**src/skf_pkg.sv**
```systemverilog
// Shared constants, types and command bundle for the scalar Kalman filter.
package skf_pkg;

  localparam int DATA_WIDTH_DEF    = 32;
  localparam int COV_FRAC_BITS_DEF = 28;

  localparam int COV_W   = 32;         // covariance and noise registers
  localparam int SUM_W   = COV_W + 1;  // P1 + R
  localparam int REM_W   = COV_W + 2;  // divider partial remainder
  localparam int MUL_A_W = 32;         // chunk width of the shared multiplier

  localparam int CFG_ADDR_W = 1;
  localparam int CFG_DATA_W = 32;

  localparam logic [CFG_ADDR_W-1:0] CFG_PROCESS_NOISE = 1'b0;
  localparam logic [CFG_ADDR_W-1:0] CFG_MEAS_NOISE    = 1'b1;

  localparam logic [COV_W-1:0] PN_RESET = 32'd2684;
  localparam logic [COV_W-1:0] MN_RESET = 32'd26844;

  typedef struct packed {
    logic load;
    logic setup;
    logic absv;
    logic div_step;
    logic mul_x;
    logic acc_x;
    logic mul_p;
    logic commit;
  } skf_cmd_t;

  typedef struct packed {
    logic out_free;
  } skf_sts_t;

endpackage

```
**src/scalar_kalman_filter.sv**
```systemverilog
// Top level of the scalar Kalman filter: stream ports, controller and datapath.
//
//  channel   | dir | handshake          | payload
//  ----------+-----+--------------------+-------------------------------------------
//  in_       | in  | in_tvalid/tready   | tdata: measurement (signed Q16.16 default)
//  out_      | out | out_tvalid/tready  | tdata: estimate (signed Q16.16 default)
//  cfg_      | in  | cfg_wr_en          | cfg_addr: 0 process noise, 1 meas. noise
//
//  From acceptance until its result is presented and ready returns, one measurement
//  runs through setup, absolute value, the divider steps, a multiply and an
//  accumulate step per chunk, the covariance multiply and the commit, so a new
//  measurement is accepted only once the last one is through; the radix-2 gain
//  divider, one quotient bit a cycle, takes most of that time.
//  Reset (rst_n low, synchronous) restores both noise registers, clears the
//  estimate and sets the covariance to one.
//  The result sits in an output register; a new measurement is accepted while
//  it waits, and the update stalls only at its final commit until the slot frees.
module scalar_kalman_filter #(
  parameter int DATA_WIDTH    = skf_pkg::DATA_WIDTH_DEF,
  parameter int COV_FRAC_BITS = skf_pkg::COV_FRAC_BITS_DEF
) (
  input  logic                           clk,
  input  logic                           rst_n,
  // Stream input
  input  logic                           in_tvalid,
  output logic                           in_tready,
  input  logic [((DATA_WIDTH+7)/8)*8-1:0] in_tdata,   // [DATA_WIDTH-1:0] measurement
  // Stream output
  output logic                           out_tvalid,
  input  logic                           out_tready,
  output logic [((DATA_WIDTH+7)/8)*8-1:0] out_tdata,  // [DATA_WIDTH-1:0] estimate
  // Register writes
  input  logic                           cfg_wr_en,
  input  logic [skf_pkg::CFG_ADDR_W-1:0] cfg_addr,
  input  logic [skf_pkg::CFG_DATA_W-1:0] cfg_wdata
);

  localparam int TDATA_W = ((DATA_WIDTH + 7) / 8) * 8;
  localparam int CHUNKS  = (DATA_WIDTH + skf_pkg::MUL_A_W - 1) / skf_pkg::MUL_A_W;

  skf_pkg::skf_cmd_t            cmd;
  skf_pkg::skf_sts_t            sts;
  logic signed [DATA_WIDTH-1:0] est;

  // Sequencer: one command per state; the commit waits on datapath status.
  skf_ctrl #(
    .DIV_STEPS (COV_FRAC_BITS + 1),
    .CHUNKS    (CHUNKS)
  ) u_ctrl (
    .clk       (clk),
    .rst_n     (rst_n),
    .in_tvalid (in_tvalid),
    .in_tready (in_tready),
    .sts       (sts),
    .cmd       (cmd)
  );

  // Arithmetic, filter state and the output holding register.
  skf_dp #(
    .DATA_WIDTH    (DATA_WIDTH),
    .COV_FRAC_BITS (COV_FRAC_BITS)
  ) u_dp (
    .clk       (clk),
    .rst_n     (rst_n),
    .cfg_wr_en (cfg_wr_en),
    .cfg_addr  (cfg_addr),
    .cfg_wdata (cfg_wdata),
    .meas      ($signed(in_tdata[DATA_WIDTH-1:0])),
    .cmd       (cmd),
    .sts       (sts),
    .out_valid (out_tvalid),
    .out_ready (out_tready),
    .out_est   (est)
  );

  // Pad the estimate with zeros up to a whole byte.
  assign out_tdata = TDATA_W'(unsigned'(est));

endmodule

```
**src/skf_ctrl.sv**
```systemverilog
// Sequencing state machine for the scalar Kalman filter update.
module skf_ctrl #(
  parameter int DIV_STEPS = skf_pkg::COV_FRAC_BITS_DEF + 1,
  parameter int CHUNKS    = 1
) (
  input  logic              clk,
  input  logic              rst_n,
  input  logic              in_tvalid,
  output logic              in_tready,
  input  skf_pkg::skf_sts_t sts,
  output skf_pkg::skf_cmd_t cmd
);

  localparam int CNT_W = $clog2(DIV_STEPS);

  typedef enum logic [2:0] {
    ST_IDLE,
    ST_SETUP,
    ST_ABS,
    ST_DIV,
    ST_MULX,
    ST_ACCX,
    ST_MULP,
    ST_COMMIT
  } state_t;

  state_t           state_r, state_nxt;
  logic [CNT_W-1:0] cnt_r, cnt_nxt;

  always_comb begin
    state_nxt = state_r;
    cnt_nxt   = cnt_r;
    case (state_r)
      ST_IDLE: begin
        if (in_tvalid) state_nxt = ST_SETUP;
      end
      ST_SETUP: state_nxt = ST_ABS;
      ST_ABS: begin
        state_nxt = ST_DIV;
        cnt_nxt   = '0;
      end
      ST_DIV: begin
        if (cnt_r == CNT_W'(DIV_STEPS - 1)) begin
          state_nxt = ST_MULX;
          cnt_nxt   = '0;
        end else begin
          cnt_nxt = cnt_r + 1'b1;
        end
      end
      ST_MULX: state_nxt = ST_ACCX;
      ST_ACCX: begin
        if (cnt_r == CNT_W'(CHUNKS - 1)) begin
          state_nxt = ST_MULP;
        end else begin
          cnt_nxt   = cnt_r + 1'b1;
          state_nxt = ST_MULX;
        end
      end
      ST_MULP: state_nxt = ST_COMMIT;
      ST_COMMIT: begin
        if (sts.out_free) state_nxt = ST_IDLE;
      end
      default: state_nxt = ST_IDLE;
    endcase
  end

  always_ff @(posedge clk) begin
    if (!rst_n) begin
      state_r <= ST_IDLE;
      cnt_r   <= '0;
    end else begin
      state_r <= state_nxt;
      cnt_r   <= cnt_nxt;
    end
  end

  assign in_tready = (state_r == ST_IDLE);

  always_comb begin
    cmd          = '0;
    cmd.load     = (state_r == ST_IDLE) && in_tvalid;
    cmd.setup    = (state_r == ST_SETUP);
    cmd.absv     = (state_r == ST_ABS);
    cmd.div_step = (state_r == ST_DIV);
    cmd.mul_x    = (state_r == ST_MULX);
    cmd.acc_x    = (state_r == ST_ACCX);
    cmd.mul_p    = (state_r == ST_MULP);
    cmd.commit   = (state_r == ST_COMMIT) && sts.out_free;
  end

  a_div_cnt_range: assert property (@(posedge clk) disable iff (!rst_n)
    (state_r == ST_DIV) |-> (cnt_r <= CNT_W'(DIV_STEPS - 1)))
    else $error("divider step count out of range");

  a_accept_starts: assert property (@(posedge clk) disable iff (!rst_n)
    cmd.load |=> (state_r == ST_SETUP))
    else $error("accepted measurement did not start an update");

endmodule

```
**src/skf_dp.sv**
```systemverilog
// Datapath: noise registers, filter state, radix-2 divider, shared multiplier.
module skf_dp #(
  parameter int DATA_WIDTH    = skf_pkg::DATA_WIDTH_DEF,
  parameter int COV_FRAC_BITS = skf_pkg::COV_FRAC_BITS_DEF
) (
  input  logic                              clk,
  input  logic                              rst_n,
  input  logic                              cfg_wr_en,
  input  logic [skf_pkg::CFG_ADDR_W-1:0]    cfg_addr,
  input  logic [skf_pkg::CFG_DATA_W-1:0]    cfg_wdata,
  input  logic signed [DATA_WIDTH-1:0]      meas,
  input  skf_pkg::skf_cmd_t                 cmd,
  output skf_pkg::skf_sts_t                 sts,
  output logic                              out_valid,
  input  logic                              out_ready,
  output logic signed [DATA_WIDTH-1:0]      out_est
);

  localparam int CW     = skf_pkg::MUL_A_W;
  localparam int GAIN_W = COV_FRAC_BITS + 1;
  localparam int NCH    = (DATA_WIDTH + CW - 1) / CW;
  localparam int MAGP_W = NCH * CW;
  localparam int PROD_W = CW + GAIN_W;
  localparam int ACC_W  = MAGP_W + GAIN_W;
  localparam int DIFF_W = DATA_WIDTH + 1;

  localparam logic [GAIN_W-1:0] GAIN_ONE = GAIN_W'(1) << COV_FRAC_BITS;
  localparam logic [skf_pkg::COV_W-1:0] COV_ONE = skf_pkg::COV_W'(1) << COV_FRAC_BITS;

  logic [skf_pkg::COV_W-1:0]    pn_r, mn_r, p_r, p1_r;
  logic signed [DATA_WIDTH-1:0] x_r, m_r;
  logic [skf_pkg::SUM_W-1:0]    s_r;
  logic signed [DIFF_W-1:0]     diff_r;
  logic [MAGP_W-1:0]            mag_sh_r;
  logic                         neg_r, zden_r;
  logic [skf_pkg::REM_W-1:0]    rem_r;
  logic [GAIN_W-1:0]            q_r;
  logic [PROD_W-1:0]            prod_r;
  logic [ACC_W-1:0]             acc_r;
  logic                         out_valid_r;
  logic signed [DATA_WIDTH-1:0] out_est_r;

  logic [skf_pkg::SUM_W-1:0]    p_sum;
  logic [skf_pkg::COV_W-1:0]    p1_sat;
  logic [skf_pkg::REM_W:0]      trial;
  logic [skf_pkg::REM_W-1:0]    rem_keep;
  logic [GAIN_W-1:0]            gain;
  logic [CW-1:0]                mul_a;
  logic [GAIN_W-1:0]            mul_b;
  logic [DATA_WIDTH-1:0]        delta;
  logic signed [DATA_WIDTH-1:0] x_new;
  logic [DATA_WIDTH-1:0]        mag;

  // Covariance prediction with saturation.
  assign p_sum  = {1'b0, p_r} + {1'b0, pn_r};
  assign p1_sat = p_sum[skf_pkg::COV_W] ? '1 : p_sum[skf_pkg::COV_W-1:0];

  // Restoring divide step; remainder register holds the value to compare.
  assign trial    = {1'b0, rem_r} - {2'b00, s_r};
  assign rem_keep = trial[skf_pkg::REM_W] ? rem_r : trial[skf_pkg::REM_W-1:0];

  assign gain = zden_r ? GAIN_ONE : q_r;

  assign mag = neg_r ? DATA_WIDTH'(-diff_r) : DATA_WIDTH'(diff_r);

  // Shared multiplier operands: innovation chunks, then the covariance.
  always_comb begin
    if (cmd.mul_p) begin
      mul_a = CW'(p1_r);
      mul_b = GAIN_ONE - gain;
    end else begin
      mul_a = mag_sh_r[MAGP_W-1 -: CW];
      mul_b = gain;
    end
  end

  assign delta = acc_r[COV_FRAC_BITS +: DATA_WIDTH];
  assign x_new = neg_r ? (x_r - $signed(delta)) : (x_r + $signed(delta));

  assign sts.out_free = !out_valid_r || out_ready;

  always_ff @(posedge clk) begin
    if (!rst_n) begin
      pn_r        <= skf_pkg::PN_RESET;
      mn_r        <= skf_pkg::MN_RESET;
      x_r         <= '0;
      p_r         <= COV_ONE;
      out_valid_r <= 1'b0;
    end else begin
      if (cfg_wr_en) begin
        case (cfg_addr)
          skf_pkg::CFG_PROCESS_NOISE: pn_r <= cfg_wdata[skf_pkg::COV_W-1:0];
          skf_pkg::CFG_MEAS_NOISE:    mn_r <= cfg_wdata[skf_pkg::COV_W-1:0];
          default: ;
        endcase
      end
      if (cmd.commit) begin
        x_r         <= x_new;
        p_r         <= prod_r[COV_FRAC_BITS +: skf_pkg::COV_W];
        out_valid_r <= 1'b1;
      end else if (out_ready) begin
        out_valid_r <= 1'b0;
      end
    end
  end

  always_ff @(posedge clk) begin
    if (cmd.load) begin
      m_r  <= meas;
      p1_r <= p1_sat;
    end
    if (cmd.setup) begin
      s_r    <= {1'b0, p1_r} + {1'b0, mn_r};
      diff_r <= {m_r[DATA_WIDTH-1], m_r} - {x_r[DATA_WIDTH-1], x_r};
    end
    if (cmd.absv) begin
      neg_r    <= diff_r[DIFF_W-1];
      zden_r   <= (s_r == '0);
      rem_r    <= skf_pkg::REM_W'(p1_r);
      q_r      <= '0;
      acc_r    <= '0;
    end
    if (cmd.div_step) begin
      // First step also freezes the innovation magnitude.
      if (q_r == '0) mag_sh_r <= MAGP_W'(mag);
      q_r   <= {q_r[GAIN_W-2:0], !trial[skf_pkg::REM_W]};
      rem_r <= rem_keep << 1;
    end
    if (cmd.mul_x || cmd.mul_p) begin
      prod_r <= mul_a * mul_b;
    end
    if (cmd.mul_x) begin
      mag_sh_r <= mag_sh_r << CW;
    end
    if (cmd.acc_x) begin
      acc_r <= (acc_r << CW) + ACC_W'(prod_r);
    end
    if (cmd.commit) begin
      out_est_r <= x_new;
    end
  end

  assign out_valid = out_valid_r;
  assign out_est   = out_est_r;

  a_gain_bound: assert property (@(posedge clk) disable iff (!rst_n)
    cmd.mul_p |-> (gain <= GAIN_ONE))
    else $error("gain exceeds one");

  a_commit_shows: assert property (@(posedge clk) disable iff (!rst_n)
    cmd.commit |=> (out_valid_r && (out_est_r == x_r)))
    else $error("committed estimate not presented");

  a_cov_shrinks: assert property (@(posedge clk) disable iff (!rst_n)
    cmd.commit |=> (p_r <= $past(p1_r)))
    else $error("updated covariance above predicted covariance");

endmodule
```
**config.mk**
```make
export PLATFORM = sky130hd
export DESIGN_NAME = scalar_kalman_filter
export DESIGN_NICKNAME = d
export VERILOG_FILES = /design/src/skf_pkg.sv /design/src/scalar_kalman_filter.sv /design/src/skf_ctrl.sv /design/src/skf_dp.sv
export SDC_FILE = /design/constraint.sdc
export NUM_CORES = 2
export LEC_CHECK = 0
export ABC_AREA = 1
export BUFFER_PORTS_ARGS = -buffer_cell sky130_fd_sc_hd__buf_4
export CAP_MARGIN = 10
export CORE_UTILIZATION = 40
export CTS_CLUSTER_DIAMETER = 200
export DETAILED_ROUTE_END_ITERATION = 16
export HOLD_SLACK_MARGIN = 0.1
export PLACE_DENSITY_LB_ADDON = 0.12
export SYNTH_ARGS = -nofsm -noshare
export SYNTH_HDL_FRONTEND = slang
export SYNTH_SLANG_ARGS = --single-unit
```
**constraint.sdc**
```tcl
create_clock -name clk -period 8.6 [get_ports clk]
set_clock_uncertainty 0.2 [all_clocks]
set_input_delay 0.43 -clock clk [delete_from_list [all_inputs] [get_ports clk]]
set_output_delay 0.43 -clock clk [all_outputs]
set_load 0.005 [all_outputs]
```
==> impl_metrics.tcl <==
set metrics [dict create \
    cts_tree "built" \
    tightest_slew_ns 1.103 \
    gp_congestion 1.007 \
    synth_top_family_by_area "adder cells" \
    yosys-top-cells-area "fa_1 25%, edfxtp_1 16%, nand2_1 11%" \
    grt_pass1_vias 58560 \
    total_power_mw 18.65 \
    ys_seq_elements 516 \
    grt_max_degree 77 \
    rsz0062_at_grt "yes" \
    syn_area_per_cell_um2 7.632 \
    start_kind "flip-flop" \
    grt_antenna_before_repair 3 \
    yosysTopAreaCell "fa_1" \
    setup_viol 0 \
    synth-main-ff-cell "edfxtp_1" \
    grt.total_usage_pct 31.70 \
    post_drt_wl_per_cell_um 22.81 \
    nNetsFinal 10360 \
    num_rows 146 \
    postRouteWirelength_um 256600 \
    hold_viol_final 0 \
    synth_common_cells "1951 x nand2_1, 1686 x inv_1, 1089 x nor2_1" \
    synth_area_um2 64360 \
    hp-class "input port to flip-flop" \
    drive_gt1_share_pct 12.48 \
    ioPinCount 104 \
    instances_no_fill 11250 \
    tns_ns 0 \
    syn-num-nets 9749 \
    crit_path_end_kind "flip-flop" \
    fp.dieW_um 403.1 \
    drc 0 \
    crit_arrival_ns 8.58 \
    area_delta_synth_final_pct 17.91 \
    ys_seq_area_share_pct 21.43 \
    cap_violations 0 \
    outcome "completed" \
    io_buffers 103 \
    htree_levels 3 \
    synth_compound_area_share_pct 7.620 \
    slowest_stage "fa_1" \
    report.final.slew_viol_count 0 \
    synth_edf_count 346 \
    die_area_um2 162500 \
    power_density_nw_per_um2 245.7 \
    clk_pin_slew_ns 0.06 \
    synth_mux_area_share_pct 0 \
    coreArea_um2 159100 \
    critPathRequiredTime_ns 8.82 \
    reg2reg_slack_ns 0.24 \
    clk_path_buf_depth 3 \
    start_util_pct 40.45 \
    p_leak_nw 37.84 \
    netlist.area_leader.share_pct 25.19 \
    yosys_warnings 0 \
    cts.sinks 516 \
    cts_buffers 66 \
    grt_overflow 0 \
    synth_xor_area_share_pct 2.655 \
    peakVddDrop_mv 0.5237 \
    critPathKind "flip-flop to flip-flop" \
    grt_first_pass_wirelength_um 379800 \
    hpwl_um 217500 \
    yosysMostFrequentCell "nand2_1" \
    ys_types 57 \
    synth-async-reset-ratio_pct 0 \
    period_minus_slack_ns 8.361 \
    synth-simple-area-share_pct 23.06 \
    crit_path_frequent_cell "fa_1" \
    via_count 57550 \
    max_stage_delay_ns 0.52 \
    synth_fa_ha_area_share_pct 33.65 \
    fmax_ghz 0.1196 \
    cts-root-buf "clkbuf_16" \
    via_per_inst 5.116 \
    clk_latency_ns 0.67 \
    netlist_instances 8434 \
    dieHeight_um 403.1 \
    placedCellCount 11040 \
    relSlewSlack_pct 26.39 \
    fin_crit_sh_pct 97.22 \
    drtAntennaViolNets 0 \
    drt-initial-drc-count 4424 \
    drtPass1Iterations 5 \
    worstPathMaxFanout 9 \
]
-- registers in the layout, summed over array words and instances, names as in the netlist, 29 cells and up --
register       count
u_dp.acc_r        60
u_dp.prod_r       60
u_dp.rem_r        34
u_dp.diff_r       33
u_dp.s_r          33
u_dp.m_r          32
u_dp.mag_sh_r     32
u_dp.mn_r         32
u_dp.out_est      32
u_dp.p1_r         32
u_dp.p_r          32
u_dp.pn_r         32
u_dp.x_r          32
u_dp.q_r          29
-- what timing repair did --
action | 4_1_cts | 5_1_grt
hold endpoints to repair | 134 | 0
gates resized for setup | 19 | 261
setup endpoints to repair | 26 | 43
hold buffers | 68 | 0
pin swaps | 0 | 55
setup buffers | 0 | 21
-- logic make-up after synthesis --
logic type,after synthesis
simple gates,3641
buf+inv,1939
fa+ha+maj,1245
compound gates,900
flops,516
xor+xnor,193
-- stage by stage --
step,cell area (um^2),hold WS [ns],worst slack (ns),utilization [%]
after floorplan,64360,0.2003,0.1049,-
after global placement,71760,0.2032,-0.1498,45.10
after detailed placement,71760,0.2128,-0.1788,45.10
after CTS,74720,0.1023,0.002641,46.96
after global routing,75890,0.1736,-0.03876,47.69
final,75890,0.1587,0.2395,47.70
-- layout make-up --
cell class	instances	area, um^2
fillers	16000	83220
multi-input cells	5979	44180
flip-flops and latches	516	13790
repair buffers	769	6514
inverters	1715	6486
well taps	2146	2685
clock buffers	81	1729
clock inverters	41	496.7
diodes	2	5.005
-- power breakdown --
part,internal [mW],switching (mW),total [mW],leakage (nW)
combinational,4.89,7.49,12.4,32.1
sequential,3.15,0.204,3.35,4.62
clock,1.70,1.22,2.92,1.09
total,9.74,8.91,18.6,37.8
-- metal layers --
layer  vias up  wire [um]  track usage (%)
met2      1714     120400            52.51
li1      27190          -                -
met4         0      15140            15.86
met1     28220     108000            40.82
met3       437      13010            3.925
met5         -          0                0
-- worst max-delay path: cells and delay by family, from the launching register on --
family,cells,cell delay (ns)
simple gates,7,0.91
fa+ha+maj,9,4.11
buf+inv,12,1.70
compound gates,3,0.61
flops,1,0.46
xor+xnor,1,0.13
-- worst paths after layout --
path	from	endpoint	cells past startpoint
worst max-delay path	u_dp.zden_r	u_dp.prod_r[21]	32
worst min register to register	u_dp.diff_r[32]	u_dp.neg_r	0
worst max register to register	u_dp.zden_r	u_dp.prod_r[21]	32
worst min-delay path	cfg_addr	u_dp.mn_r[14]	5
-- layout by cell type (no fill, tap or decap), types with 68 or more instances in the layout --
cell type      count
inv_1           1675
buf_4            649
edfxtp_1         346
nand3_1          310
xor2_1           134
ha_1             406
a21oi_1          376
nand2_1         1926
dlygate4sd3_1     68
nor2_1          1034
nand4_1           95
dfxtp_1          170
o21ai_0          294
fa_1             789
(Power assumes the default switching activity.)
